### src/rtl/kmsel_pkg.sv
// Shared types and constants for the k-nearest midpoint select block.
`timescale 1ns / 1ps
package kmsel_pkg;

  localparam int INDEX_W  = 12;
  localparam int COORD_W  = 16;
  localparam int DIST_W   = 37;
  localparam int APB_DW   = 32;
  localparam int APB_AW   = 5;

  typedef logic [INDEX_W-1:0] index_t;
  typedef logic [COORD_W-1:0] coord_t;
  typedef logic [DIST_W-1:0]  dist_t;

  typedef enum logic [2:0] {
    REG_QUERY_START_X = 3'd0,
    REG_QUERY_START_Y = 3'd1,
    REG_QUERY_END_X   = 3'd2,
    REG_QUERY_END_Y   = 3'd3,
    REG_QUERY_INDEX   = 3'd4
  } reg_addr_t;

  typedef enum logic [1:0] {
    ST_FILL,
    ST_WAIT,
    ST_DRAIN
  } state_t;

  // One slot of the sorted list.
  typedef struct packed {
    logic   valid;
    index_t index;
    dist_t  dsq;
  } entry_t;

  localparam entry_t ENTRY_EMPTY = '{valid: 1'b0, index: '0, dsq: '1};

  // Word leaving the distance pipeline.
  typedef struct packed {
    logic   valid;
    logic   skip;
    logic   last;
    index_t index;
    dist_t  dsq;
  } dist_word_t;

  typedef struct packed {
    logic insert;
    logic drain;
  } cell_ctrl_t;

endpackage

### src/rtl/k_nearest_midpoint_select_core.sv
// Top level: config registers, distance pipeline, list cells, result drain.
// Segments are taken one per cycle while the list fills; each is inserted as it
// leaves the distance pipeline. After the last-marked segment is accepted, input stalls;
// the first result shows once that segment has been inserted, and NEIGHBOR_COUNT results
// in all follow, one per cycle as they are taken.
// Synchronous reset clears the query registers to zero and empties the list.
`timescale 1ns / 1ps
module k_nearest_midpoint_select_core #(
  parameter int NEIGHBOR_COUNT = 8,
  parameter int COORD_BITS     = 16
) (
  input  logic                              clk,
  input  logic                              rst,
  input  logic                              psel,
  input  logic                              penable,
  input  logic                              pwrite,
  input  logic [kmsel_pkg::APB_AW-1:0]      paddr,
  input  logic [kmsel_pkg::APB_DW-1:0]      pwdata,
  output logic [kmsel_pkg::APB_DW-1:0]      prdata,
  output logic                              pready,
  input  logic                              in_valid,
  output logic                              in_ready,
  input  logic [kmsel_pkg::INDEX_W-1:0]     line_index,
  input  logic [kmsel_pkg::COORD_W-1:0]     line_start_x,
  input  logic [kmsel_pkg::COORD_W-1:0]     line_start_y,
  input  logic [kmsel_pkg::COORD_W-1:0]     line_end_x,
  input  logic [kmsel_pkg::COORD_W-1:0]     line_end_y,
  input  logic                              last_line,
  output logic                              out_valid,
  input  logic                              out_ready,
  output logic [kmsel_pkg::INDEX_W-1:0]     neighbor_index,
  output logic                              neighbor_valid,
  output logic [kmsel_pkg::DIST_W-1:0]      neighbor_distance_sq,
  output logic                              last_of_run
);

  localparam int CNT_W = (NEIGHBOR_COUNT > 1) ? $clog2(NEIGHBOR_COUNT) : 1;

  kmsel_pkg::coord_t     query_start_x, query_start_y, query_end_x, query_end_y;
  kmsel_pkg::index_t     query_index;
  kmsel_pkg::state_t     state, state_next;
  kmsel_pkg::dist_word_t word;
  kmsel_pkg::cell_ctrl_t ctrl;
  kmsel_pkg::entry_t     new_entry;
  kmsel_pkg::entry_t     cell_entry [NEIGHBOR_COUNT];
  logic                  cell_take  [NEIGHBOR_COUNT];
  logic [CNT_W-1:0]      cnt, cnt_next;
  logic                  cfg_write, in_fire, out_fire;

  // ---------------- config port ----------------
  assign pready    = 1'b1;
  assign cfg_write = psel && penable && pwrite && pready;

  always_ff @(posedge clk) begin
    if (rst) begin
      query_start_x <= '0;
      query_start_y <= '0;
      query_end_x   <= '0;
      query_end_y   <= '0;
      query_index   <= '0;
    end else if (cfg_write) begin
      unique case (kmsel_pkg::reg_addr_t'(paddr[4:2]))
        kmsel_pkg::REG_QUERY_START_X: query_start_x <= pwdata[kmsel_pkg::COORD_W-1:0];
        kmsel_pkg::REG_QUERY_START_Y: query_start_y <= pwdata[kmsel_pkg::COORD_W-1:0];
        kmsel_pkg::REG_QUERY_END_X:   query_end_x   <= pwdata[kmsel_pkg::COORD_W-1:0];
        kmsel_pkg::REG_QUERY_END_Y:   query_end_y   <= pwdata[kmsel_pkg::COORD_W-1:0];
        kmsel_pkg::REG_QUERY_INDEX:   query_index   <= pwdata[kmsel_pkg::INDEX_W-1:0];
        default: ;
      endcase
    end
  end

  always_comb begin
    unique case (kmsel_pkg::reg_addr_t'(paddr[4:2]))
      kmsel_pkg::REG_QUERY_START_X: prdata = kmsel_pkg::APB_DW'(query_start_x);
      kmsel_pkg::REG_QUERY_START_Y: prdata = kmsel_pkg::APB_DW'(query_start_y);
      kmsel_pkg::REG_QUERY_END_X:   prdata = kmsel_pkg::APB_DW'(query_end_x);
      kmsel_pkg::REG_QUERY_END_Y:   prdata = kmsel_pkg::APB_DW'(query_end_y);
      kmsel_pkg::REG_QUERY_INDEX:   prdata = kmsel_pkg::APB_DW'(query_index);
      default:                      prdata = '0;
    endcase
  end

  // ---------------- distance pipeline ----------------
  assign in_fire = in_valid && in_ready;

  kmsel_dist #(
    .COORD_BITS(COORD_BITS)
  ) u_dist (
    .clk          (clk),
    .rst          (rst),
    .accept       (in_fire),
    .line_index   (line_index),
    .line_start_x (line_start_x),
    .line_start_y (line_start_y),
    .line_end_x   (line_end_x),
    .line_end_y   (line_end_y),
    .last_line    (last_line),
    .query_start_x(query_start_x),
    .query_start_y(query_start_y),
    .query_end_x  (query_end_x),
    .query_end_y  (query_end_y),
    .query_index  (query_index),
    .word         (word)
  );

  // ---------------- list cells ----------------
  assign out_fire    = out_valid && out_ready;
  assign ctrl.insert = word.valid && !word.skip;
  assign ctrl.drain  = out_fire;
  assign new_entry   = '{valid: 1'b1, index: word.index, dsq: word.dsq};

  for (genvar j = 0; j < NEIGHBOR_COUNT; j++) begin : g_cell
    logic              prev_take;
    kmsel_pkg::entry_t left_entry, right_entry;

    if (j == 0) begin : g_head
      assign prev_take  = 1'b0;
      assign left_entry = kmsel_pkg::ENTRY_EMPTY;
    end else begin : g_mid
      assign prev_take  = cell_take[j-1];
      assign left_entry = cell_entry[j-1];
    end

    // tail refills with an empty slot while draining
    if (j == NEIGHBOR_COUNT - 1) begin : g_tail
      assign right_entry = kmsel_pkg::ENTRY_EMPTY;
    end else begin : g_body
      assign right_entry = cell_entry[j+1];
    end

    kmsel_cell u_cell (
      .clk        (clk),
      .rst        (rst),
      .ctrl       (ctrl),
      .new_entry  (new_entry),
      .prev_take  (prev_take),
      .left_entry (left_entry),
      .right_entry(right_entry),
      .take       (cell_take[j]),
      .entry      (cell_entry[j])
    );
  end

  // ---------------- control ----------------
  always_ff @(posedge clk) begin
    if (rst) begin
      state <= kmsel_pkg::ST_FILL;
      cnt   <= '0;
    end else begin
      state <= state_next;
      cnt   <= cnt_next;
    end
  end

  always_comb begin
    state_next  = state;
    cnt_next    = cnt;
    in_ready    = 1'b0;
    out_valid   = 1'b0;
    last_of_run = 1'b0;
    unique case (state)
      kmsel_pkg::ST_FILL: begin
        in_ready = 1'b1;
        if (in_valid && last_line) begin
          state_next = kmsel_pkg::ST_WAIT;
        end
      end
      kmsel_pkg::ST_WAIT: begin
        if (word.valid && word.last) begin
          state_next = kmsel_pkg::ST_DRAIN;
          cnt_next   = '0;
        end
      end
      kmsel_pkg::ST_DRAIN: begin
        out_valid   = 1'b1;
        last_of_run = (cnt == CNT_W'(NEIGHBOR_COUNT - 1));
        if (out_ready) begin
          cnt_next = cnt + 1'b1;
          if (last_of_run) begin
            state_next = kmsel_pkg::ST_FILL;
          end
        end
      end
      default: state_next = kmsel_pkg::ST_FILL;
    endcase
  end

  assign neighbor_index       = cell_entry[0].index;
  assign neighbor_valid       = cell_entry[0].valid;
  assign neighbor_distance_sq = cell_entry[0].dsq;

  // ---------------- checks ----------------
  a_no_overlap: assert property (@(posedge clk) disable iff (rst)
    out_valid |-> !in_ready && !word.valid)
    else $error("input taken or pipeline busy while results drain");

  a_drain_start: assert property (@(posedge clk) disable iff (rst)
    $rose(out_valid) |-> $past(word.valid && word.last))
    else $error("drain began without a last word leaving the pipeline");

  a_list_cleared: assert property (@(posedge clk) disable iff (rst)
    out_fire && last_of_run |=> !cell_entry[0].valid && !out_valid)
    else $error("list not empty after final result");

  a_head_sorted: assert property (@(posedge clk) disable iff (rst)
    (NEIGHBOR_COUNT > 1) && cell_entry[0].valid && cell_entry[NEIGHBOR_COUNT-1].valid
      |-> cell_entry[0].dsq <= cell_entry[NEIGHBOR_COUNT-1].dsq)
    else $error("list order broken");

endmodule

### src/rtl/kmsel_dist.sv
// Three-stage squared midpoint distance pipeline.
`timescale 1ns / 1ps
module kmsel_dist #(
  parameter int COORD_BITS = 16
) (
  input  logic                    clk,
  input  logic                    rst,
  input  logic                    accept,
  input  kmsel_pkg::index_t       line_index,
  input  kmsel_pkg::coord_t       line_start_x,
  input  kmsel_pkg::coord_t       line_start_y,
  input  kmsel_pkg::coord_t       line_end_x,
  input  kmsel_pkg::coord_t       line_end_y,
  input  logic                    last_line,
  input  kmsel_pkg::coord_t       query_start_x,
  input  kmsel_pkg::coord_t       query_start_y,
  input  kmsel_pkg::coord_t       query_end_x,
  input  kmsel_pkg::coord_t       query_end_y,
  input  kmsel_pkg::index_t       query_index,
  output kmsel_pkg::dist_word_t   word
);

  localparam int CW  = (COORD_BITS < kmsel_pkg::COORD_W) ? COORD_BITS : kmsel_pkg::COORD_W;
  localparam int SW  = CW + 1;
  localparam int SQW = 2 * SW;

  logic [SW-1:0]  qx, qy, lx, ly, dx_c, dy_c;
  logic [SW-1:0]  dx1, dy1;
  logic [SQW-1:0] sqx2, sqy2;
  logic [SQW:0]   dsum;
  logic           v1, v2, v3;
  logic           skip1, skip2, skip3;
  logic           last1, last2, last3;
  kmsel_pkg::index_t idx1, idx2, idx3;
  kmsel_pkg::dist_t  dist3;

  // endpoint sums stand in for midpoints, so no halving
  always_comb begin
    qx = {1'b0, query_start_x[CW-1:0]} + {1'b0, query_end_x[CW-1:0]};
    qy = {1'b0, query_start_y[CW-1:0]} + {1'b0, query_end_y[CW-1:0]};
    lx = {1'b0, line_start_x[CW-1:0]} + {1'b0, line_end_x[CW-1:0]};
    ly = {1'b0, line_start_y[CW-1:0]} + {1'b0, line_end_y[CW-1:0]};
    dx_c = (qx >= lx) ? (qx - lx) : (lx - qx);
    dy_c = (qy >= ly) ? (qy - ly) : (ly - qy);
    dsum = {1'b0, sqx2} + {1'b0, sqy2};
  end

  always_ff @(posedge clk) begin
    if (rst) begin
      v1 <= 1'b0;
      v2 <= 1'b0;
      v3 <= 1'b0;
    end else begin
      v1 <= accept;
      v2 <= v1;
      v3 <= v2;
    end
  end

  always_ff @(posedge clk) begin
    dx1   <= dx_c;
    dy1   <= dy_c;
    idx1  <= line_index;
    skip1 <= (line_index == query_index);
    last1 <= last_line;
    sqx2  <= dx1 * dx1;
    sqy2  <= dy1 * dy1;
    idx2  <= idx1;
    skip2 <= skip1;
    last2 <= last1;
    dist3 <= kmsel_pkg::dist_t'(dsum);
    idx3  <= idx2;
    skip3 <= skip2;
    last3 <= last2;
  end

  assign word = '{valid: v3, skip: skip3, last: last3, index: idx3, dsq: dist3};

endmodule

### src/rtl/kmsel_cell.sv
// One slot of the sorted list: compare, insert and shift.
`timescale 1ns / 1ps
module kmsel_cell (
  input  logic                  clk,
  input  logic                  rst,
  input  kmsel_pkg::cell_ctrl_t ctrl,
  input  kmsel_pkg::entry_t     new_entry,
  input  logic                  prev_take,
  input  kmsel_pkg::entry_t     left_entry,
  input  kmsel_pkg::entry_t     right_entry,
  output logic                  take,
  output kmsel_pkg::entry_t     entry
);

  kmsel_pkg::entry_t entry_next;

  // ties go in front of the kept entry
  assign take = !entry.valid || (new_entry.dsq <= entry.dsq);

  always_comb begin
    entry_next = entry;
    priority if (ctrl.drain) begin
      entry_next = right_entry;
    end else if (ctrl.insert && prev_take) begin
      entry_next = left_entry;
    end else if (ctrl.insert && take) begin
      entry_next = new_entry;
    end
  end

  always_ff @(posedge clk) begin
    if (rst) begin
      entry <= kmsel_pkg::ENTRY_EMPTY;
    end else begin
      entry <= entry_next;
    end
  end

endmodule

### config.mk
export PLATFORM = sky130hd
export DESIGN_NAME = k_nearest_midpoint_select_core
export DESIGN_NICKNAME = d
export VERILOG_FILES = /design/src/rtl/kmsel_pkg.sv /design/src/rtl/k_nearest_midpoint_select_core.sv /design/src/rtl/kmsel_dist.sv /design/src/rtl/kmsel_cell.sv
export SDC_FILE = /design/constraint.sdc
export NUM_CORES = 2
export LEC_CHECK = 0
export BUFFER_PORTS_ARGS = -buffer_cell sky130_fd_sc_hd__clkbuf_2
export CAP_MARGIN = 20
export CORE_MARGIN = 1.5
export CORE_UTILIZATION = 35
export DETAILED_ROUTE_END_ITERATION = 12
export HOLD_SLACK_MARGIN = 0.02
export PLACE_DENSITY = 0.57
export SYNTH_ARGS = -nofsm -noshare
export SYNTH_HDL_FRONTEND = slang
export SYNTH_SLANG_ARGS = --single-unit
### constraint.sdc
create_clock -name clk -period 6.3 [get_ports clk]
set_clock_uncertainty 0.1 [all_clocks]
set_input_delay 1.26 -clock clk [delete_from_list [all_inputs] [get_ports clk]]
set_output_delay 1.26 -clock clk [all_outputs]
set_load 0.05 [all_outputs]
; Word level (Yosys, flattened, before mapping)
; Index checks and enable logic that the tools add are counted.
[word_totals]
output_inout_bits = 86
in_bits = 121
elab_cells = 169
reg_bits = 663
[op_classes]
multipliers = 2
n_eq_ne = 12
addsub = 10
muxes = 36
n_lt_le_gt_ge = 10
n_reduce_logical = 51
[ops]
columns = cell, n
row1 = $mux 50, 22
row2 = $le 35x37->1, 8
row3 = $pmux 16 s5, 1
row4 = $add 16x16->17, 4
row5 = $mul 17x17->34, 2
row6 = $sub 17x17->17, 4
row7 = $add 34x34->35, 1
row8 = $ge 17x17->1, 2
row9 = $mux 17, 2
row10 = $reduce_bool 3->1, 6
row11 = $logic_and 1x1->1, 15
row12 = $eq 12x12->1, 1
row13 = $reduce_and 2->1, 5
row14 = $logic_not 1->1, 9
row15 = $logic_or 1x1->1, 8
row16 = $mux 2, 4
row17 = $ne 2x2->1 const B, 4
row18 = $eq 3x2->1 const B, 2
row19 = $eq 3x3->1 const B, 2
row20 = $mux 3, 2
row21 = $pmux 2 s3, 1
row22 = $pmux 3 s2, 1
row23 = $reduce_bool 2->1, 3
row24 = $reduce_and 4->1, 1
row25 = other kinds (9), 11

; Depth between registers and ports, before layout
[logic_depth]
word_depth = 6
mapped_depth = 26
ltp_nobuf = 25

; Cells and area by module
; Synthesis repeated with hierarchy kept, for this count alone.
[hier_totals]
cells_unflattened = 7799
hier_area_um2 = 63612.3
[modules_own_cells]
columns = mod, area_each_um2, n_inst, seq_area_each_um2, cells_each
row1 = kmsel_cell, 4037.6, 8, 1001.0, 544
row2 = kmsel_dist, 27191.1, 1, 3603.5, 3013
row3 = k_nearest_midpoint_select_core, 4120.2, 1, 1621.6, 434

; Worst setup path before layout
; No wires, ideal clock.
[synth_timing]
path_kind = flip-flop to flip-flop
startpoint = reg u_dist.dx1[14]
endpoint = reg u_dist.sqx2[33]
t_required_ns = 6.079
setup_ns = 0.121
synth_period_minus_slack_ns = 6.496
path_stages_with_launch = 24
path_buffers = 2
setup_slack_ns = -0.196
arrival_ns = 6.275
cell_sequence = dfxtp_1 clkbuf_1 clkbuf_1 nand2_1 inv_1 fa_1 fa_1 fa_1 fa_1 fa_1 inv_1 fa_1 inv_1 ha_1 nand2_1 or3b_2 a311oi_1 a211oi_1 a21oi_1 a21boi_0 a221oi_1 a21o_1 a21oi_1 xnor2_1
[synth_between]
elab_chain_len = 1
[synth_rtl]
columns = item, line_no
row1 = from (decl), kmsel_dist.sv:28  ; logic [SW-1:0] dx1, dy1;
row2 = from (signal assigned), kmsel_dist.sv:61  ; dx1 <= dx_c;
row3 = $mul 17x17->34, kmsel_dist.sv:66  ; sqx2 <= dx1 * dx1;
row4 = to (signal assigned), kmsel_dist.sv:66
row5 = to (decl), kmsel_dist.sv:29  ; logic [SQW-1:0] sqx2, sqy2;
; Every way passes these cells.
; A chain may end at the register's enable or synchronous reset.

; Worst setup path after layout
[layout_timing]
startpoint = reg u_dist.dx1[10]
endpoint = reg u_dist.sqx2[33]
; Same word-level chain as after synthesis.

==> flow_summary.toml <==
[placed_design]
port-buffer-count = 171
dp_slack_ns = -0.374
dp_hpwl_mm = 128
place.gp.congestion = 0.883

[clocking]
htree_levels = 3
cts_tree = "done"
cts_sinks = 661
cts_buffers = 77
clk_pin_slew_ns = 0.06
clockBufferDepth = 3
clock_insertion_delay_worst_skew_ns = 0.68
cts.hold.buffers_added = 0
clock-root-buffer = "clkbuf_16"

[global_route]
grt_pass1_vias = 48400
antenna_found_initial = 8
grt-ovfl-total = 0
grt_max_degree = 185
grtUsageTotal_pct = 20.2
grt_pass1_wl_mm = 266

[route]
antenna_left = 0
viasPerCell = 5.25
first_pass_iters = 6
routed_wl_mm = 168
route.detailed.drc = 0
drtIter0Drc = 3151
wl_per_cell_um = 18.5
vias = 47700

[logic_synthesis]
async_flop_share_pct = 0
yosys.area_share.simple_pct = 12.8
synth_xor_area_share_pct = 3.08
synth_cell_types = 75
synth_common_cells = "inv_1 (935), ha_1 (664), dfxtp_1 (661), nand2_1 (608), a21oi_1 (421)"
synth_mux_area_share_pct = 5.44
synth_top_area_cell = "dfxtp_1"
synth_flop_cell = "dfxtp_1"
ys_seq_area_share_pct = 23.2
ys_ff_latch = 661
yosysMostFrequentCell = "inv_1"
ys_top_cells_by_area = "dfxtp_1 (23%), ha_1 (15%), fa_1 (14%)"
netlist_instances = 6648
synth_fa_ha_area_share_pct = 28.3
synth_edf_count = 0
synth_area_mm2 = 0.0571
avgSynthCellArea_um2 = 8.59
synth_top_family_by_area = "adder cells"
synth_top_area_share_pct = 23.2
synth_compound_area_share_pct = 18.4
synth_warnings = 0

[final_layout]
num-fill-cells = 16400
nNetsFinal = 8019
layout-drive-gt1-share_pct = 11.5
area_growth_pct = 13.6
multiInputGateArea_mm2 = 0.0395
ff_latch_area_mm2 = 0.0133

[min_path]
hold_path_class = "register to register"

[sta]
slew_viol_final = 0
postLayoutSetupSlackWorst_ns = 0.209
period_share_pct = 96.7
tightest_slew_ns = 1.16
fmax_ghz = 0.164
fin_tns_setup_ns = 0
min_period_ns = 6.09
hold_violations = 0
setup_violations = 0
slew_headroom_pct = 22.5

[floorplanning]
die_w_um = 407
dieArea_mm2 = 0.166
start_util_pct = 35.1
die_h_um = 407
coreArea_mm2 = 0.162
rows = 148
ios = 207

[critical_path]
crit_chain = "buf_4 -> and2_1 -> buf_4 -> fa_1 -> inv_2 -> fa_2 -> fa_1 -> inv_2 -> fa_1 -> fa_1 -> inv_1 -> fa_1 -> inv_1 -> ha_1 -> a21oi_1 -> or3b_4 -> a311oi_4 -> a211oi_4 -> a21oi_2 -> a21boi_2 -> a221oi_2 -> a21o_1 -> a21oi_2 -> xnor2_1"
critical_path_class = "register to register"
critPathMaxFanout = 5
path_buf_inv = 6
slowest_stage = "fa_1"
crit_family = "adder cells"
cp.arrival_ns = 6.56
cpPeakStageDelay_ns = 0.52
cpMostUsedCell = "fa_1"
cp-end-kind = "register"
crit_path_start_kind = "register"
worst_ep_required_time_ns = 6.77

[run_status]
outcome = "finished clean"

[job]
max-cap-violations = 0
## worst paths after layout
kind                          startpoint                       to  slack [ns]  cells after the start
setup / recovery  u_dist.dx1[10]$_DFF_P_  u_dist.sqx2[33]$_DFF_P_        0.21                     24
hold / removal    u_dist.idx2[2]$_DFF_P_   u_dist.idx3[2]$_DFF_P_        0.22                      0
setup reg to reg  u_dist.dx1[10]$_DFF_P_  u_dist.sqx2[33]$_DFF_P_        0.21                     24
hold reg to reg   u_dist.idx2[2]$_DFF_P_   u_dist.idx3[2]$_DFF_P_        0.22                      0
## registers in the layout (all words and copies together), names as in the netlist, 2 cells and up
name                 flops
g_cell.u_cell.entry    400
u_dist.dist3            35
u_dist.sqx2             33
u_dist.sqy2             33
u_dist.dx1              17
u_dist.dy1              17
query_end_x             16
query_end_y             16
query_start_x           16
query_start_y           16
query_index             12
u_dist.idx1             12
u_dist.idx2             12
u_dist.idx3             12
cnt                      3
state                    2
## cells by family (layout without fill, tap and decap cells)
group                    count (synthesis)  count (layout)
XOR/XNOR                               201             201
AO/OA/AOI/OAI                         1522            1522
AND/OR/NAND/NOR                       1595            1595
multiplexers                           301             301
other                                    2              19
flip-flops                             661             661
adder cells (fa/ha/maj)               1056            1056
buffers and inverters                 1310            1539
## cell usage in the layout, fill, tap and decap left out, types with 64 or more instances in the layout
master / synthesis / final
ha_1: 664 / 653
mux2i_1: 262 / 262
dfxtp_1: 661 / 632
nor3_1: 99 / 94
a221oi_1: 110 / 109
a211oi_1: 128 / 124
and2_1: 125 / 117
inv_1: 935 / 923
xnor2_1: 155 / 154
nand4_1: 64 / 64
a21oi_1: 421 / 412
clkbuf_16: 0 / 77
a211o_1: 162 / 162
nand2_1: 608 / 599
clkbuf_2: 0 / 170
nor2_1: 392 / 384
o21ai_0: 166 / 157
buf_4: 19 / 285
a21o_1: 172 / 171
nand3_1: 108 / 106
fa_1: 392 / 380
## layout make-up
class / instances / share of cell area [%]
clock buffer: 108 / 3.40
timing repair buffer: 475 / 5.10
multi-input combinational: 4692 / 60.9
clock inverter: 21 / 0.478
tap: 2175 / 4.20
sequential: 661 / 20.5
inverter: 935 / 5.41
antenna: 2 / 0.00772
## layer usage
layer  vias up  share of wire (%)  track usage, %
li1      23100                  -               -
met1     23100                 44            25.7
met2      1131                 47            34.0
met3       268                5.6            3.51
met4        14                3.7            7.37
met5         -              0.056               0
## through the flow
stage	cell area (µm²)	hold slack, ns	util [%]	cells
final	64900	0.224	39.9	9069
after global routing	64900	0.224	39.9	9067
after CTS	64400	0.221	39.7	9065
after detailed placement	61800	0.212	38.1	8935
after global placement	61800	0.211	38.1	8933
after floorplan	57200	0.210	-	6663
## repair_timing
| action | in CTS | in global routing |
|---|---|---|
| gates resized for setup | 28 | 123 |
| setup endpoints to repair | 10 | 16 |
| setup buffers | 1 | 4 |
| pin swaps | 4 | 65 |
Power is not shown: default switching activity piles up to over one toggle a cycle in this logic, so the estimate is an artifact.
